`config.mk`:
```
export PLATFORM = sky130hd
export DESIGN_NAME = cyclic_message_scheduler
export DESIGN_NICKNAME = d
export VERILOG_FILES = /design/src/sv/cms_pkg.sv /design/src/sv/cms_ram.sv /design/src/sv/cyclic_message_scheduler.sv
export SDC_FILE = /design/constraint.sdc
export NUM_CORES = 1
export LEC_CHECK = 0
export BUFFER_PORTS_ARGS = -buffer_cell sky130_fd_sc_hd__buf_2
export CORE_MARGIN = 10
export CORE_UTILIZATION = 30
export CTS_CLUSTER_SIZE = 12
export DETAILED_ROUTE_END_ITERATION = 7
export MAX_ROUTING_LAYER = met4
export PLACE_DENSITY_LB_ADDON = 0.3
export SLEW_MARGIN = 20
export SYNTH_ARGS = -nofsm -noshare
export SYNTH_HDL_FRONTEND = slang
export SYNTH_SLANG_ARGS = --single-unit
```
`constraint.sdc`:
```
create_clock -name clk -period 3.85 [get_ports clk]
set_input_delay 0.9625 -clock clk [delete_from_list [all_inputs] [get_ports clk]]
set_output_delay 0.9625 -clock clk [all_outputs]
set_load 0.02 [all_outputs]
```
`src/sv/cms_pkg.sv`:
```
// ----------------------------------------------------------------------------
// cms_pkg: shared types and constants of the cyclic message scheduler
// Item layouts, request codes, period codes and default sizes.
// ----------------------------------------------------------------------------
package cms_pkg;

	// Default sizes
	localparam int DEF_TABLE_DEPTH    = 28;
	localparam int DEF_TICKS_PER_SLOT = 10;

	// Slot counter wraps after 500 ms
	localparam logic [5:0] SLOT_WRAP = 6'd50;
	localparam logic [7:0] TICK_MAX  = 8'd255;

	// Request codes
	localparam logic [1:0] REQ_ADD  = 2'd0;
	localparam logic [1:0] REQ_TICK = 2'd1;
	localparam logic [1:0] REQ_POLL = 2'd2;

	// Period codes
	localparam logic [2:0] CODE_10MS  = 3'd0;
	localparam logic [2:0] CODE_20MS  = 3'd1;
	localparam logic [2:0] CODE_50MS  = 3'd2;
	localparam logic [2:0] CODE_100MS = 3'd3;
	localparam logic [2:0] CODE_500MS = 3'd4;
	localparam logic [2:0] CODE_NUM   = 3'd5;

	// Result kinds and add status
	localparam logic KIND_ADD_STATUS = 1'b0;
	localparam logic KIND_SEND       = 1'b1;
	localparam logic STATUS_STORED   = 1'b0;
	localparam logic STATUS_FULL     = 1'b1;

	typedef struct packed {
		logic [1:0] req_type;
		logic [2:0] period_code;
		logic [4:0] buffer_index;
	} sched_req_t;

	typedef struct packed {
		logic       result_kind;
		logic       add_status;
		logic [4:0] send_buffer;
		logic       channel;
		logic       last;
	} sched_rsp_t;

	// One table entry as stored in the RAM
	typedef struct packed {
		logic [2:0] period;
		logic [4:0] buffer;
	} entry_t;

endpackage

```
`src/sv/cms_ram.sv`:
```
// ----------------------------------------------------------------------------
// cms_ram: generic simple dual-port RAM
// One write and one read per cycle; read data is registered and holds
// until the next read.
// ----------------------------------------------------------------------------
module cms_ram #(
	parameter int WIDTH = 8,
	parameter int DEPTH = 28
) (
	input  logic                             clk,
	input  logic                             wr_en,
	input  logic [(DEPTH > 1 ? $clog2(DEPTH) : 1)-1:0] wr_addr,
	input  logic [WIDTH-1:0]                 wr_data,
	input  logic                             rd_en,
	input  logic [(DEPTH > 1 ? $clog2(DEPTH) : 1)-1:0] rd_addr,
	output logic [WIDTH-1:0]                 rd_data
);

	logic [WIDTH-1:0] mem_q [DEPTH];
	logic [WIDTH-1:0] rd_data_q;

	// Write port
	always_ff @(posedge clk) begin
		if (wr_en) begin
			mem_q[wr_addr] <= wr_data;
		end
	end

	// Registered read port
	always_ff @(posedge clk) begin
		if (rd_en) begin
			rd_data_q <= mem_q[rd_addr];
		end
	end

	assign rd_data = rd_data_q;

endmodule

```
`src/sv/cyclic_message_scheduler.sv`:
```
// Timing: an add status is set into the held result and leaves through the output register;
//   add, tick, ignored and not-due poll items pass through the flush state. A due poll
//   steps through every period group and, for each due group, reads each stored entry in
//   turn through the single table read port; output stalls lengthen the walk.
// Throughput: one item at a time; results leave through an output register.
// Reset: arst_n (async, active low) clears counters, channel and control; table left as is.
// ----------------------------------------------------------------------------
// cyclic_message_scheduler: periodic CAN message scheduler
// Stores message entries, counts millisecond ticks and, on a due poll, walks
// the table once per due period group and emits send requests.
// ----------------------------------------------------------------------------
module cyclic_message_scheduler #(
	parameter int         TABLE_DEPTH    = cms_pkg::DEF_TABLE_DEPTH,
	parameter logic [7:0] TICKS_PER_SLOT = 8'(cms_pkg::DEF_TICKS_PER_SLOT)
) (
	input  logic                clk,
	input  logic                arst_n,
	input  logic                cfg_wr_en,
	input  logic                cfg_wr_data,
	input  logic                req_valid,
	output logic                req_stall,
	input  cms_pkg::sched_req_t req,
	output logic                rsp_valid,
	input  logic                rsp_stall,
	output cms_pkg::sched_rsp_t rsp
);

	localparam int IDX_W = (TABLE_DEPTH > 1) ? $clog2(TABLE_DEPTH) : 1;
	localparam int CNT_W = $clog2(TABLE_DEPTH + 1);

	typedef enum logic [4:0] {
		ST_IDLE  = 5'b00001,
		ST_NEXT  = 5'b00010,
		ST_READ  = 5'b00100,
		ST_CHECK = 5'b01000,
		ST_FLUSH = 5'b10000
	} state_t;

	state_t              state_q;
	logic                chan_q;
	logic [CNT_W-1:0]    count_q;
	logic [7:0]          ticks_q;
	logic [5:0]          slot_q;
	logic [2:0]          cnt5_q;
	logic [3:0]          cnt10_q;
	logic [4:0]          due_q;
	logic [2:0]          code_q;
	logic [CNT_W-1:0]    idx_q;
	cms_pkg::sched_rsp_t pend_q;
	logic                pend_valid_q;
	cms_pkg::sched_rsp_t out_q;
	logic                out_valid_q;

	logic                accept;
	logic                full;
	logic                slot_due;
	logic [5:0]          slot_inc;
	logic [2:0]          cnt5_inc;
	logic [3:0]          cnt10_inc;
	logic                out_free;
	logic [CNT_W-1:0]    idx_inc;
	logic                ram_wr_en;
	logic                ram_rd_en;
	cms_pkg::entry_t     wr_entry;
	cms_pkg::entry_t     rd_entry;
	logic                match;
	cms_pkg::sched_rsp_t send_item;
	cms_pkg::sched_rsp_t status_item;
	cms_pkg::sched_rsp_t out_item;
	logic                load_out;

	assign accept    = req_valid && !req_stall;
	assign req_stall = (state_q != ST_IDLE);
	assign full      = (count_q >= CNT_W'(TABLE_DEPTH));
	assign slot_due  = (ticks_q >= TICKS_PER_SLOT);
	assign slot_inc  = slot_q + 6'd1;
	assign cnt5_inc  = (cnt5_q == 3'd4) ? 3'd0 : cnt5_q + 3'd1;
	assign cnt10_inc = (cnt10_q == 4'd9) ? 4'd0 : cnt10_q + 4'd1;
	assign out_free  = !out_valid_q || !rsp_stall;
	assign idx_inc   = idx_q + CNT_W'(1);

	// Table storage
	assign ram_wr_en = (state_q == ST_IDLE) && accept
		&& (req.req_type == cms_pkg::REQ_ADD) && !full;
	assign ram_rd_en = (state_q == ST_READ);
	assign wr_entry.period = req.period_code;
	assign wr_entry.buffer = req.buffer_index;

	cms_ram #(
		.WIDTH($bits(cms_pkg::entry_t)),
		.DEPTH(TABLE_DEPTH)
	) u_table (
		.clk    (clk),
		.wr_en  (ram_wr_en),
		.wr_addr(count_q[IDX_W-1:0]),
		.wr_data(wr_entry),
		.rd_en  (ram_rd_en),
		.rd_addr(idx_q[IDX_W-1:0]),
		.rd_data(rd_entry)
	);

	// Compare the read entry against the period group being walked
	assign match = (rd_entry.period == code_q);
	always_comb begin
		send_item             = '0;
		send_item.result_kind = cms_pkg::KIND_SEND;
		send_item.add_status  = cms_pkg::STATUS_STORED;
		send_item.send_buffer = rd_entry.buffer;
		send_item.channel     = chan_q;
		send_item.last        = 1'b0;
	end

	// Build the add status for the item being taken
	always_comb begin
		status_item             = '0;
		status_item.result_kind = cms_pkg::KIND_ADD_STATUS;
		status_item.add_status  = full ? cms_pkg::STATUS_FULL : cms_pkg::STATUS_STORED;
	end

	// Configuration register
	always_ff @(posedge clk or negedge arst_n) begin
		if (!arst_n) begin
			chan_q <= 1'b0;
		end else if (cfg_wr_en) begin
			chan_q <= cfg_wr_data;
		end
	end

	// Sequencer, counters and the held result
	always_ff @(posedge clk or negedge arst_n) begin
		if (!arst_n) begin
			state_q      <= ST_IDLE;
			count_q      <= '0;
			ticks_q      <= '0;
			slot_q       <= '0;
			cnt5_q       <= '0;
			cnt10_q      <= '0;
			due_q        <= '0;
			code_q       <= '0;
			idx_q        <= '0;
			pend_valid_q <= 1'b0;
		end else begin
			case (state_q)
				ST_IDLE: begin
					if (accept) begin
						state_q <= ((req.req_type == cms_pkg::REQ_POLL) && slot_due)
							? ST_NEXT : ST_FLUSH;
						case (req.req_type)
							cms_pkg::REQ_ADD: begin
								pend_valid_q <= 1'b1;
								if (!full) begin
									count_q <= count_q + CNT_W'(1);
								end
							end
							cms_pkg::REQ_TICK: begin
								if (ticks_q != cms_pkg::TICK_MAX) begin
									ticks_q <= ticks_q + 8'd1;
								end
							end
							cms_pkg::REQ_POLL: begin
								if (slot_due) begin
									ticks_q  <= '0;
									cnt5_q   <= cnt5_inc;
									cnt10_q  <= cnt10_inc;
									slot_q   <= (slot_inc >= cms_pkg::SLOT_WRAP) ? '0 : slot_inc;
									due_q[cms_pkg::CODE_10MS]  <= 1'b1;
									due_q[cms_pkg::CODE_20MS]  <= !slot_inc[0];
									due_q[cms_pkg::CODE_50MS]  <= (cnt5_inc == 3'd0);
									due_q[cms_pkg::CODE_100MS] <= (cnt10_inc == 4'd0);
									due_q[cms_pkg::CODE_500MS] <= (slot_inc >= cms_pkg::SLOT_WRAP);
									code_q   <= cms_pkg::CODE_10MS;
								end
							end
							default: begin
							end
						endcase
					end
				end
				ST_NEXT: begin
					// Pick the next due group, or finish
					if (code_q == cms_pkg::CODE_NUM) begin
						state_q <= ST_FLUSH;
					end else if (due_q[code_q] && (count_q != '0)) begin
						idx_q   <= '0;
						state_q <= ST_READ;
					end else begin
						code_q <= code_q + 3'd1;
					end
				end
				ST_READ: begin
					state_q <= ST_CHECK;
				end
				ST_CHECK: begin
					// Hold while a match must push the held result into a full output
					if (!(match && pend_valid_q && !out_free)) begin
						if (match) begin
							pend_valid_q <= 1'b1;
						end
						if (idx_inc == count_q) begin
							code_q  <= code_q + 3'd1;
							state_q <= ST_NEXT;
						end else begin
							idx_q   <= idx_inc;
							state_q <= ST_READ;
						end
					end
				end
				ST_FLUSH: begin
					if (!pend_valid_q) begin
						state_q <= ST_IDLE;
					end else if (out_free) begin
						pend_valid_q <= 1'b0;
						state_q      <= ST_IDLE;
					end
				end
				default: begin
					state_q <= ST_IDLE;
				end
			endcase
		end
	end

	// Held result payload
	always_ff @(posedge clk) begin
		if ((state_q == ST_IDLE) && accept && (req.req_type == cms_pkg::REQ_ADD)) begin
			pend_q <= status_item;
		end else if ((state_q == ST_CHECK) && match && !(pend_valid_q && !out_free)) begin
			pend_q <= send_item;
		end
	end

	// Move the held result out on a new match or at the flush; the flush marks the final one
	assign load_out = pend_valid_q && out_free
		&& (((state_q == ST_CHECK) && match) || (state_q == ST_FLUSH));
	always_comb begin
		out_item      = pend_q;
		out_item.last = (state_q == ST_FLUSH);
	end

	// Output register valid: set on load, drop on take
	always_ff @(posedge clk or negedge arst_n) begin
		if (!arst_n) begin
			out_valid_q <= 1'b0;
		end else if (load_out) begin
			out_valid_q <= 1'b1;
		end else if (!rsp_stall) begin
			out_valid_q <= 1'b0;
		end
	end

	// Output register payload
	always_ff @(posedge clk) begin
		if (load_out) begin
			out_q <= out_item;
		end
	end

	assign rsp_valid = out_valid_q;
	assign rsp       = out_q;

endmodule

```
==> summary.md <==
| Metric | Value |
|---|---|
| Crit path max-delay cell type | dfrtp_1 |
| Synth Register Bits | just under 300 |
| Syn Std Cell Area | between 10000 and 15000 um^2 |
| Vias | roughly 6300 |
| Worst vdd ir | between 0.3 and 0.4 mV |
| Top delay family on crit path | simple AND/OR/NAND/NOR gates |
| Area Overhead vs Synth | 15.9% |
| Slew @ Worst Pin | approximately 0.83 ns |
| Initial DRT Pass Iterations | 5 |
| Most frequent cells in the layout | edfxtp_1, mux4_2, nand2_1 |
| Ports | 27 |
| Drt initial violations | 440 |
| Area occupied by multi-input gates | between 3000 and 4000 um^2 |
| CTS Sinks | roughly 300 |
| Yosys cell types | 60 |
| Die H | between 200 and 250 um |
| Static leakage | between 4 and 5 nW |
| Number of global-route vias before repair | about 6600 |
| Via density | approximately 4.7 |
| Sequential-to-total area share from yosys stat | a little over two thirds |
| Status | finished clean |
| Initial core utilization | a little under a third |
| Critical path cell sequence | or3_4 > nor3b_4 > inv_4 > buf_2 |
| Die area | approximately 50000 um^2 |
| PwrDens | around 500 nW/um^2 |
| HP Class | flop to flop |
| Post-cts sizing count | 0 |
| Critical path arrival | just over 2 ns |
| CP required | slightly below 3 ns |
| Hold Fails Final Rpt | 0 |
| First-pass GRT wire length | 41300 um |
| Clock Skew | approximately 0.031 ns |
| GRT Residual Overflow | 0 |
| CP max stage delay | 0.42 ns |
| GPL Wtd Cong | between 0.7 and 0.8 |
| Worst Path Class, Setup | flop to output port |
| Number of synthesized flops with an enable pin | between 200 and 250 |
| Dpl cells | 1264 |
| Comb power frac | 8.7% |
| Sw Share | 23.6% |
| RSZ-0062 raised after global routing | no |
| Cell Rows | 73 |
| YS warnings | 0 |
| Met1 Wirelength | between 10000 and 15000 um |
| Max_cap viols | 0 |
| Register area | 8590 um^2 |
| Fin crit period | around 3 ns |
| Setup_tns | 0 ns |
| Core Region | 40000 um^2 |
| Pins Over Slew Limit | 0 |
| Max Buffers Root-to-Sink | 3 |
| Synth Flop Type | edfxtp_1 |
| CP bufs+invs | 2 |
| CTS tree | built |
| Routed Wire Length | about 26000 um |
| Met3 WL | roughly 1300 um |
| Power Internal | approximately 0.0055 W |
| Mapped Cells | just over 700 |
| # Post-CTS Setup Buffers | 0 |
| Antenna violations before repair | 3 |
| Sequential share of power | between 50% and 60% |
| Post-synth ARST share | roughly 16% |
| Routed WL per cell | just under 20 um |
| Total CTS buffers | 31 |
| Clock power share | about two fifths |
| H-tree Lvls | 1 |
| Largest net degree at the start of global routing | 38 |
| Relative slew slack | ~44% |
| Fill count | approximately 3800 |
| Count of final setup violators | 0 |
| Worst Path Max Fanout | 9 |
| Synthesized area per cell | about 17 um^2 |
| I/O Buffers | 26 |
| Commonest non-fill, non-tap cell in the layout | edfxtp_1 |
| Layout cells sized above 1 | approximately a quarter |
| Drc violations | 0 |
| Clock slew at the register clock pins of the worst setup and hold paths | ~0.06 ns |
| Syn Nets | ~740 |
| CTS Hold Bufs | 0 |
| Critical path startpoint category | flop |
| Die extent in x | between 200 and 250 um |
| Met2 wire length | roughly 12000 um |
| CP Capture Type | output port |
| Final antenna-violating net count | 0 |
| GRT Overall Usage | a little over a tenth |
| FMAX | around 330 MHz |
| Fin nets | about 800 |
| Root Driver | clkbuf_16 |
| Fin crit share | slightly below 80% |
| Net load switching power | ~0.0017 W |
| Non-filler instance count after layout | roughly 1300 |
| Post-DP HPWL | approximately 17000 um |
| Highest routed layer | met4 |
| Worst-skew pair later-pin latency | just under 0.6 ns |
[worst reg2reg max path, stage by stage (launching register included)]
cell and delay, ns:
dfrtp_4 0.89, buf_4 0.45, mux4_2 0.55, mux2i_1 0.23
o21ai_0 0.26, mux2_2 0.34
[final timing paths]
path	startpoint	slack, ns	depth (start not counted)	to
max in group asynchronous	arst_n	2.63	2	cnt10_q[3]$_DFFE_PN0P_
setup reg to reg	idx_q[0]$_DFFE_PN0P_	0.88	5	u_table.rd_data[7]$_DFFE_PN_
hold reg to reg	out_item[3]$_SDFFE_PP0P_	0.43	0	rsp[3]$_DFFE_PP_
hold / removal	out_item[3]$_SDFFE_PP0P_	0.43	0	rsp[3]$_DFFE_PP_
min in group asynchronous	arst_n	0.51	1	count_q[0]$_DFFE_PN0P_
setup / recovery	state_q[3]$_DFFE_PN0P_	0.84	4	req_stall
[synth_stat cells, drive strengths merged (8+ instances only)]
cell type,instances,area [um^2]
xor2,14,123
nor2,51,201
a21oi,16,80.1
edfxtp,242,7270
ha,13,163
nand2,48,180
mux2i,15,150
o21ai,20,104
xnor2,8,70.1
clkbuf,13,48.8
mux2,13,146
dfrtp,46,1150
nand3,15,75.1
mux4,65,1460
inv,18,70.1
buf,17,85.1
nand2b,10,62.6
[registers in the layout, indices dropped and copies added, names as in the netlist]
signal,cells
slot_q,6
pend_valid_q,1
count_q,5
idx_q,5
due_q,5
u_table.rd_data,8
u_table.mem_q,224
rsp_valid,1
cnt5_q,3
chan_q,1
code_q,3
cnt10_q,4
out_item,8
ticks_q,8
rsp,9
state_q,5
[area by class of cell]
cell class,instances,area share [%]
clock inverters,5,0.494
diodes,3,0.0529
inverters,18,0.494
multi-input cells,365,24.4
clock buffers,53,6.63
repair buffers,60,2.72
flip-flops and latches,296,60.6
well taps,525,4.63
[cell families (layout without fill, tap and decap cells)]
kind of cell	Yosys count	in the layout	synth area share, %
xor gates and xnor gates	23	23	1.76
adders and majority gates	13	13	1.33
and+or+nand+nor	174	174	7.36
AOI/OAI and AO/OA	62	62	3.32
other	0	3	0
DFF	296	296	70.2
buffers and inverters	48	136	1.67
muxes	93	93	14.4
[per-stage QoR]
stage	setup slack [ns]	hold WS (ns)	utilization [%]	area (um^2)	power [W]
final	0.836	0.432	35.5	14200	0.00727
after global routing	0.724	0.446	35.5	14200	0.00757
after CTS	0.806	0.437	35.4	14200	0.00735
after detailed placement	0.537	0.418	32.9	13200	0.00441
after global placement	0.638	0.406	32.9	13200	0.00440
after floorplan	0.726	0.400	-	12200	0.00417
[power by group through the flow]
stage          combinational, W  clock (W)  sequential [W]
2_1_floorplan          0.000406          0         0.00377
6_report               0.000631    0.00293         0.00371
3_3_place_gp           0.000629          0         0.00377
3_5_place_dp           0.000634          0         0.00377
5_1_grt                0.000709    0.00313         0.00373
4_1_cts                0.000639    0.00301         0.00371
[routing by layer]
layer	vias up	GRT usage [%]
li1	2895	-
met4	0	3.04
met3	38	1.94
met5	-	-
met2	127	16.3
met1	3223	14.7
(Power assumes the default switching activity.)
